===== src/iks_pkg.sv =====
// Package for the key sorter: widths, store size, command and status codes,
// and the sequencer state type. Used by id_key_sorter; depends on nothing.
package iks_pkg;

	localparam int MAX_ENTRIES = 64;
	localparam int STORE_DEPTH = 64;
	localparam int KEY_W       = 32;
	localparam int SLOT_W      = $clog2(STORE_DEPTH);
	localparam int CNT_W       = $clog2(STORE_DEPTH + 1);
	localparam int CMD_W       = 2;
	localparam int STAT_W      = 2;
	localparam int IN_DATA_W   = ((KEY_W + 7) / 8) * 8;
	localparam int OUT_DATA_W  = ((SLOT_W + KEY_W + 7) / 8) * 8;

	localparam logic [CMD_W-1:0] CMD_ADD   = 2'd0;
	localparam logic [CMD_W-1:0] CMD_SORT  = 2'd1;
	localparam logic [CMD_W-1:0] CMD_CLEAR = 2'd2;

	localparam logic [STAT_W-1:0] STAT_ACCEPTED = 2'd0;
	localparam logic [STAT_W-1:0] STAT_FULL     = 2'd1;
	localparam logic [STAT_W-1:0] STAT_SORTED   = 2'd2;
	localparam logic [STAT_W-1:0] STAT_EMPTY    = 2'd3;

	typedef enum logic [3:0] {
		ST_IDLE  = 4'b0001,
		ST_SCAN  = 4'b0010,
		ST_DRAIN = 4'b0100,
		ST_EMIT  = 4'b1000
	} state_t;

endpackage


===== src/id_key_sorter.sv =====
// Key sorter: stores keys in insertion slots and emits them in ascending
// (key, slot) order. Depends on iks_pkg for widths, codes and state type.
// Add, clear and empty sort finish in the cycle after acceptance; clear emits no result.
// A sort of n entries runs n selection passes over the key memory; a pass makes
// one memory read per cycle in ST_SCAN, checks the last read in ST_DRAIN and
// emits in ST_EMIT, which waits on a held output; the single read port sets this.
// Throughput: one command at a time; s_tready is low while a sort runs or the output is stalled.
// Reset clears the entry count and the sequencer; key memory is not cleared.
module id_key_sorter (
	input  logic                              clk,
	input  logic                              arst_n,
	input  logic                              s_tvalid,
	output logic                              s_tready,
	input  logic [iks_pkg::IN_DATA_W-1:0]     s_tdata,  // [31:0] key, rest zero
	input  logic [iks_pkg::CMD_W-1:0]         s_tuser,  // [1:0] cmd
	output logic                              m_tvalid,
	input  logic                              m_tready,
	output logic [iks_pkg::OUT_DATA_W-1:0]    m_tdata,  // [5:0] slot, [37:6] sorted_key
	output logic [iks_pkg::STAT_W-1:0]        m_tuser,  // [1:0] status
	output logic                              m_tlast
);
	import iks_pkg::*;

	logic [KEY_W-1:0]  mem [STORE_DEPTH];
	logic [KEY_W-1:0]  rd_data_q;
	logic [SLOT_W-1:0] slot_s1;
	logic              rd_vld_s1;

	state_t            state_q;
	logic [CNT_W-1:0]  count_q;
	logic [CNT_W-1:0]  rank_q;
	logic [SLOT_W-1:0] idx_q;

	logic [KEY_W-1:0]  prev_key_q;
	logic [SLOT_W-1:0] prev_slot_q;
	logic              have_prev_q;
	logic [KEY_W-1:0]  best_key_q;
	logic [SLOT_W-1:0] best_slot_q;
	logic              best_valid_q;

	logic              out_valid_q;
	logic [SLOT_W-1:0] out_slot_q;
	logic [KEY_W-1:0]  out_key_q;
	logic [STAT_W-1:0] out_stat_q;
	logic              out_last_q;

	logic                    out_free;
	logic                    in_fire;
	logic [CMD_W-1:0]        cmd;
	logic [KEY_W-1:0]        key;
	logic                    full;
	logic                    do_write;
	logic [KEY_W+SLOT_W-1:0] cand;
	logic                    cand_take;
	logic                    pass_last;
	logic                    emit_last;

	assign out_free  = !out_valid_q || m_tready;
	assign s_tready  = (state_q == ST_IDLE) && out_free;
	assign in_fire   = s_tvalid && s_tready;
	assign cmd       = s_tuser;
	assign key       = s_tdata[KEY_W-1:0];
	assign full      = count_q >= CNT_W'(MAX_ENTRIES);
	assign do_write  = in_fire && (cmd == CMD_ADD) && !full;

	// Candidate must lie above the last emitted entry and below the best so far.
	assign cand      = {rd_data_q, slot_s1};
	assign cand_take = rd_vld_s1
		&& (!have_prev_q || cand > {prev_key_q, prev_slot_q})
		&& (!best_valid_q || cand < {best_key_q, best_slot_q});
	assign pass_last = ({1'b0, idx_q} + CNT_W'(1)) == count_q;
	assign emit_last = (rank_q + CNT_W'(1)) == count_q;

	always_ff @(posedge clk) begin
		if (do_write) begin
			mem[count_q[SLOT_W-1:0]] <= key;
		end
		rd_data_q <= mem[idx_q];
	end

	always_ff @(posedge clk or negedge arst_n) begin
		if (!arst_n) begin
			state_q      <= ST_IDLE;
			count_q      <= '0;
			rank_q       <= '0;
			idx_q        <= '0;
			rd_vld_s1    <= 1'b0;
			have_prev_q  <= 1'b0;
			best_valid_q <= 1'b0;
			out_valid_q  <= 1'b0;
		end else begin
			if (m_tready) begin
				out_valid_q <= 1'b0;
			end
			if (cand_take) begin
				best_valid_q <= 1'b1;
			end
			case (state_q)
				ST_IDLE: begin
					rd_vld_s1 <= 1'b0;
					if (in_fire) begin
						case (cmd)
							CMD_ADD: begin
								out_valid_q <= 1'b1;
								if (!full) begin
									count_q <= count_q + CNT_W'(1);
								end
							end
							CMD_SORT: begin
								idx_q        <= '0;
								rank_q       <= '0;
								have_prev_q  <= 1'b0;
								best_valid_q <= 1'b0;
								if (count_q == '0) begin
									out_valid_q <= 1'b1;
								end else begin
									state_q <= ST_SCAN;
								end
							end
							CMD_CLEAR: begin
								count_q <= '0;
							end
							default: begin
							end
						endcase
					end
				end
				ST_SCAN: begin
					rd_vld_s1 <= 1'b1;
					idx_q     <= idx_q + SLOT_W'(1);
					if (pass_last) begin
						state_q <= ST_DRAIN;
					end
				end
				ST_DRAIN: begin
					// Compare the final read of the pass.
					rd_vld_s1 <= 1'b0;
					state_q   <= ST_EMIT;
				end
				ST_EMIT: begin
					if (out_free) begin
						out_valid_q  <= 1'b1;
						have_prev_q  <= 1'b1;
						best_valid_q <= 1'b0;
						rank_q       <= rank_q + CNT_W'(1);
						idx_q        <= '0;
						state_q      <= emit_last ? ST_IDLE : ST_SCAN;
					end
				end
				default: begin
					state_q <= ST_IDLE;
				end
			endcase
		end
	end

	always_ff @(posedge clk) begin
		slot_s1 <= idx_q;
		if (cand_take) begin
			best_key_q  <= rd_data_q;
			best_slot_q <= slot_s1;
		end
		if (state_q == ST_EMIT && out_free) begin
			prev_key_q  <= best_key_q;
			prev_slot_q <= best_slot_q;
			out_stat_q  <= STAT_SORTED;
			out_slot_q  <= best_slot_q;
			out_key_q   <= best_key_q;
			out_last_q  <= emit_last;
		end else if (in_fire && cmd == CMD_ADD) begin
			out_last_q <= 1'b1;
			if (full) begin
				out_stat_q <= STAT_FULL;
				out_slot_q <= '0;
				out_key_q  <= '0;
			end else begin
				out_stat_q <= STAT_ACCEPTED;
				out_slot_q <= count_q[SLOT_W-1:0];
				out_key_q  <= key;
			end
		end else if (in_fire && cmd == CMD_SORT) begin
			out_last_q <= 1'b1;
			out_stat_q <= STAT_EMPTY;
			out_slot_q <= '0;
			out_key_q  <= '0;
		end
	end

	assign m_tvalid = out_valid_q;
	assign m_tdata  = {{(OUT_DATA_W - SLOT_W - KEY_W){1'b0}}, out_key_q, out_slot_q};
	assign m_tuser  = out_stat_q;
	assign m_tlast  = out_last_q;

	a_count_cap: assert property (@(posedge clk) disable iff (!arst_n)
		count_q <= CNT_W'(MAX_ENTRIES))
		else $error("entry count above capacity");

	a_sort_nonempty: assert property (@(posedge clk) disable iff (!arst_n)
		state_q != ST_IDLE |-> count_q != '0)
		else $error("sort pass running on an empty store");

	a_emit_has_best: assert property (@(posedge clk) disable iff (!arst_n)
		state_q == ST_EMIT |-> best_valid_q)
		else $error("selection pass ended without a candidate");

	a_scan_in_range: assert property (@(posedge clk) disable iff (!arst_n)
		state_q == ST_SCAN |-> ({1'b0, idx_q} < count_q && rank_q < count_q))
		else $error("scan index or rank beyond stored entries");

endmodule


===== config.mk =====
export PLATFORM = sky130hd
export DESIGN_NAME = id_key_sorter
export DESIGN_NICKNAME = d
export VERILOG_FILES = /design/src/iks_pkg.sv /design/src/id_key_sorter.sv
export SDC_FILE = /design/constraint.sdc
export NUM_CORES = 2
export LEC_CHECK = 0
export ABC_AREA = 1
export BUFFER_PORTS_ARGS = -buffer_cell sky130_fd_sc_hd__buf_2
export CORE_MARGIN = 8
export CORE_UTILIZATION = 25
export DETAILED_ROUTE_END_ITERATION = 8
export GPL_TIMING_DRIVEN = 0
export PLACE_DENSITY = 0.47
export REMOVE_ABC_BUFFERS = 1
export SYNTH_ARGS = -nofsm -noshare
export SYNTH_HDL_FRONTEND = slang
export SYNTH_SLANG_ARGS = --single-unit

===== constraint.sdc =====
create_clock -name clk -period 14.25 [get_ports clk]
set_clock_uncertainty 0.1 [all_clocks]
set_input_delay 0.7125 -clock clk [delete_from_list [all_inputs] [get_ports clk]]
set_output_delay 0.7125 -clock clk [all_outputs]
set_load 0.02 [all_outputs]

---- After elaboration in Yosys (flattened, before gate mapping) ----
Memory sizes are Yosys's and may differ from the RTL's. A register that Yosys moved wholly into a read port is not among the register bits.
Cells that the tools add are included.
operators by class
  reduce and logical (&&, ||, !) cells .... 28
  shifts and indexed selects .............. 0
  add/sub/neg operators ................... 4
  bitwise operators ....................... 0
  $lt $le $gt $ge ......................... 3
  divide/modulo/power cells ............... 0
  eq/ne operators ......................... 14
  mux-type cells .......................... 49
  $mul .................................... 0
operator list
  kind                   number
  $mux W32               4
  $mux W6                7
  $gt A38 B38 Y1         1
  $lt A38 B38 Y1         1
  $mux W7                4
  $pmux W7 S2            2
  $mux W4                5
  $pmux W6 S3            1
  $mux W1                17
  $pmux W4 S4            1
  $add A7 B1 Y7 const B  2
  $eq A7 B7 Y1           2
  $reduce_and A4 Y1      3
  $ne A2 B2 Y1 const B   5
  $pmux W1 S2            5
  $logic_and A1 B1 Y1    8
  $reduce_bool A2 Y1     4
  $add A6 B1 Y7 const B  1
  $ge A7 B7 Y1 const B   1
  $logic_not A7 Y1       1
  $add A6 B1 Y6 const B  1
  $mux W2                3
  $reduce_bool A3 Y1     2
  $reduce_and A5 Y1      1
  other kinds (11)       16
storage, ports and cells
  bits of input ports ..................... 38
  memories ................................ 1
  memory bits (read-only) ................. 0
  latch bits .............................. 0
  register bits ........................... 151
  memory bits (writable) .................. 2048
  output and inout bits ................... 45
memories
  name  depth  bits a word  rd ports  clocked after memory_dff  write ports  line                 text
  mem   64     32           1         1                         1            id_key_sorter.sv:24  logic [KEY_W-1:0] mem [STORE_DEPTH];

---- Depth between registers and ports, before layout ----
  depth after elaboration ................. 8
  gate-level depth with buffers ........... 16

---- Worst setup path after synthesis ----
Ideal clock, no wire load.
  path kind ............................... in2reg
  start ................................... in m_tready
  end ..................................... mem mem[63][0], enable pin
  setup time .............................. 0.501 ns
  cell stages on the path ................. 8
  slack ................................... 9.003 ns
  arrival ................................. 4.645 ns
  cells stage by stage .................... nor2_1 > nor2_4 > nand2_4 > nor2_4 > inv_2 > nor2_8 > nand2_4 > nor4_1
on the way
  longest elaborated chain between the ends .. 7
ends and longest elaborated chain
  element                            line                 text
  from (decl)                        id_key_sorter.sv:17  input logic m_tready,
  $logic_or A1 B1 Y1                 id_key_sorter.sv:58  assign out_free = !out_valid_q || m_tready;
  $logic_and A1 B1 Y1                id_key_sorter.sv:59  assign s_tready = (state_q == ST_IDLE) && out_free;
  named net s_tready                 id_key_sorter.sv:13  output logic s_tready,
  $logic_and A1 B1 Y1                id_key_sorter.sv:60  assign in_fire = s_tvalid && s_tready;
  $logic_and A1 B1 Y1 (2 in series)  id_key_sorter.sv:64  assign do_write = in_fire && (cmd == CMD_ADD) && !full;
  $mux W1                            id_key_sorter.sv:75  if (do_write) begin
  $mux W1 (not written as such)      id_key_sorter.sv:76  mem[count_q[SLOT_W-1:0]] <= key;
  to (decl)                          id_key_sorter.sv:24
The timed path passes the listed nets, and every way through them passes these cells.

==> impl_results.md <==
- Outcome: completed
- Post-Place Cells: 11,400
- RSZ-0062 raised after global routing: false
- Endpoints failing setup: 0
- DRT Wirelength: 282,000 um
- Nets@finish: 7,010
- Ports: 83
- Post-Synthesis Cells: 6,916
- Placed cell area: 96,800 um2
- Largest family of logic cells by synthesized area: simple AND/OR/NAND/NOR gates
- Flop and latch count out of synthesis: 2,231
- Initial core utilization: 25.0%
- Most used cell, CP: buf_16
- Core Rows: 219
- Sequential element share of the synthesized area: 74.8%
- Worst-case vdd ir drop: 0.173 mV
- Cell Chain, Critical Path: buf_16 > buf_16 > inv_16 > buf_16 > buf_16 > buf_16 > o21ai_0 > o22ai_1 > o21ai_1 > o21bai_1 > nand3_1 > nand3_1 > nand2_1
- Input/output buffers: 80
- Most common cell after layout, fill and taps aside: edfxtp_1
- Die area: 375,000 um2
- Switching power: 6.66 mW
- Die Y: 612 um
- Prevailing post-synth register cell: edfxtp_1
- Clock transition at path regs: 0.06 ns
- DP HPWL: 159,000 um
- GRT Total Usage: 14.4%
- Area leader, netlist: edfxtp_1
- Syn avg cell area: 12.8 um2
- Worst path slowest cell: dfrtp_4
- Crit path buffers/inverters: 6
- Rel. slew slack: 11.2%
- Max-cap violations: 0
- Mux share of post-synthesis cell area: 0%
- Leak Pwr: 33.2 nW
- Int Pwr: 12.1 mW
- Root buf cell: clkbuf_16
- Clock buffer depth: 4
- Synthesis Warnings: 0
- Max H-tree Level: 4
- Non-filler instance count after layout: 11,800
- Final ANT Viol Nets: 0
- TNS Setup: 0 ns
- Worst reg2reg path startpoint: idx_q[0]$_DFFE_PN0P_
- Crit path kind: reg2reg
- Slew @ Worst Pin: 1.32 ns
- Placeable Area: 355,000 um2
- Seq pwr share: 40.8%
- Crit path time final: 5.24 ns
- Synth Area in Compound Gates: 10.5%
- CP Launch Type: register
- PostCTS Resize Cnt: 0
- FMAX: 191 MHz
- Largest cells by area after synthesis: edfxtp_1, o21ai_0, nor2_1, o22ai_1, nand2_1
- CP endpoint kind: register
- Commonest cells after routing, fill and taps aside: edfxtp_1, nor2_1, o21ai_0
- Comb power frac: 29.6%
- Post-Synth XOR/XNOR Area: 0.130%
- # DRC: 0
- Iteration count of the initial detailed-routing pass: 5
- RePlAce Congestion: 0.786
- Total gr overflow: 0
- Total CTS buffers: 221
- Post-synth ARST share: 1.26%
- Largest net degree at the start of global routing: 203
- Initial drt markers: 5,927
- R2r endpoint: rd_data_q[9]$_DFF_P_
- Unique masters post-synth: 49
- PwrDens: 181 nW/um2
- Post-layout instance area: 104,000 um2
- Synth-to-layout area growth: 16.7%
- Adder-Cell Fraction of Synth Area: 1.11%
- Clk sinks: 2,231
- Hold path cells: 4
- Initial antenna violation count: 17
- Crit path max fanout: 202
- Clock power share: 29.6%
- Avg WL per Cell: 23.9 um
- Crit path DAT: 5.94 ns
- Vias in the first global route: 54,500
- Die Span X: 612 um
- Crit-path leading delay family: buffers and inverters
- Worst Hold End: m_tvalid$_DFF_PN0_
- Synth top area share: 73.1%
- TritonCTS clock tree: yes
- Period utilization: 36.7%
- Share of cells above drive strength 1: 8.74%
- Vias: 56,700
- Hold Path Class: in2reg
- Number of synthesized flops with an enable pin: 2,163
- Vias per Instance: 4.80
- Hold Fails Final Rpt: 0
- Min-delay src: s_tuser[1]
- Final slew viol count: 0
- Post-synthesis simple-gate area fraction: 10.7%
- Area of the mapped netlist: 88,800 um2
- CP Data Required Time: 14.95 ns
- Sw Share: 35.4%
- First-pass GRT wire length: 399,000 um
- Setup slack, reg-to-reg: 9.01 ns
- Worst Reg-to-Reg Cells: 13
- Clk Latency, worst-skew pair: 0.88 ns
- CP peak stage delay: 0.77 ns
-- metal layers --
metal  part of all wire, %  GRT usage (%)
met1                    42           19.0
met3                   6.1           1.67
met5                     0              0
met2                    49           24.6
met4                   3.4           4.94
-- layout make-up --
| class | instances | area [um2] |
|---|---|---|
| tap | 4751 | 5940 |
| fill | 35600 | 251000 |
| clock buffer | 290 | 5930 |
| inverter | 132 | 538 |
| timing repair buffer | 216 | 3520 |
| antenna | 12 | 30.0 |
| multi-input combinational | 4091 | 20400 |
| clock inverter | 103 | 800 |
| sequential | 2231 | 66500 |
-- metrics by stage --
step	hold WS (ns)	setup slack, ns	total power [mW]	util, %
4_1_cts	0.0376	8.86	18.9	29.2
3_5_place_dp	0.324	8.88	13.4	27.3
6_report	0.0867	9.01	18.8	29.2
2_1_floorplan	0.308	-21.97	11.4	-
5_1_grt	0.0714	8.61	19.7	29.2
3_3_place_gp	0.316	-82.61	12.9	26.3
-- how the worst max path moves through the flow --
| stage | endpoint | depth (start not counted) | slack (ns) | start |
|---|---|---|---|---|
| 2_1_floorplan | rd_data_q[30]$_DFF_P_ | 7 | -21.97 | idx_q[0]$_DFFE_PN0P_ |
| 3_3_place_gp | rd_data_q[25]$_DFF_P_ | 8 | -82.61 | idx_q[0]$_DFFE_PN0P_ |
| 3_5_place_dp | rd_data_q[6]$_DFF_P_ | 13 | 8.88 | idx_q[0]$_DFFE_PN0P_ |
| 4_1_cts | rd_data_q[6]$_DFF_P_ | 13 | 8.86 | idx_q[0]$_DFFE_PN0P_ |
| 5_1_grt | rd_data_q[1]$_DFF_P_ | 13 | 8.61 | idx_q[0]$_DFFE_PN0P_ |
| 6_report | rd_data_q[9]$_DFF_P_ | 13 | 9.01 | idx_q[0]$_DFFE_PN0P_ |
-- repair_timing --
| action | in CTS | in global routing |
|---|---|---|
| setup buffers | 0 | 0 |
| hold buffers | 1 | 0 |
| hold endpoints to repair | 27 | 0 |
-- state kept, by name, indices dropped and copies added, names as in the netlist --
signal and cells:
best_slot_q 6, rd_vld_s1 1, prev_slot_q 6, have_prev_q 1, idx_q 6, best_valid_q 1, rd_data_q 32, state_q 4
m_tvalid 1, m_tlast 1, count_q 7, rank_q 7, out_slot_q 6, slot_s1 6, mem 2048, out_key_q 32
prev_key_q 32, best_key_q 32, m_tuser 2
-- power by group through the flow --
stage | registers (mW) | clock network, mW | logic [mW]
final | 7.66 | 5.57 | 5.56
after global routing | 7.69 | 5.91 | 6.09
after CTS | 7.67 | 5.70 | 5.56
after detailed placement | 7.81 | 0 | 5.55
after global placement | 8.37 | 0 | 4.49
after floorplan | 8.06 | 0 | 3.29
-- cells in the mapped netlist, types with 2 or more instances --
cell type  number
buf_2         106
xnor2_1         2
o211ai_1       16
a21o_1          2
o221ai_1        2
o21ai_0      1052
o21bai_1       15
nand3_1       455
dfrtp_1        27
o21ai_1        55
nand2_1       631
buf_6           6
xnor3_1         2
clkbuf_1      308
buf_4          13
nor2_4          3
o21a_1          2
inv_1         125
nand2_2         2
buf_1          29
and2_1         23
nor4_1          3
xor2_1          6
nor3_1          5
nor2_1       1141
dfxtp_1        40
a21oi_1        39
clkinv_1        2
edfxtp_1     2163
inv_2           4
nor2_8          3
nand3_4         7
ha_1           79
nand4_1        12
o22ai_1       521
nand2_4         2
-- cells by family after synthesis --
| logic type | Yosys count |
|---|---|
| buffers and inverters | 595 |
| adder cells (fa/ha/maj) | 79 |
| AND/OR/NAND/NOR | 2291 |
| AO/OA/AOI/OAI | 1709 |
| XOR/XNOR | 10 |
| other | 1 |
| flip-flops | 2231 |
-- worst min-delay path, cell delays in order --
cell and delay (ns):
buf_2 0.14, nor2_4 0.06, nand2_1 0.05, nand3_1 0.06
No activity file was read; power rests on OpenSTA's default activity.
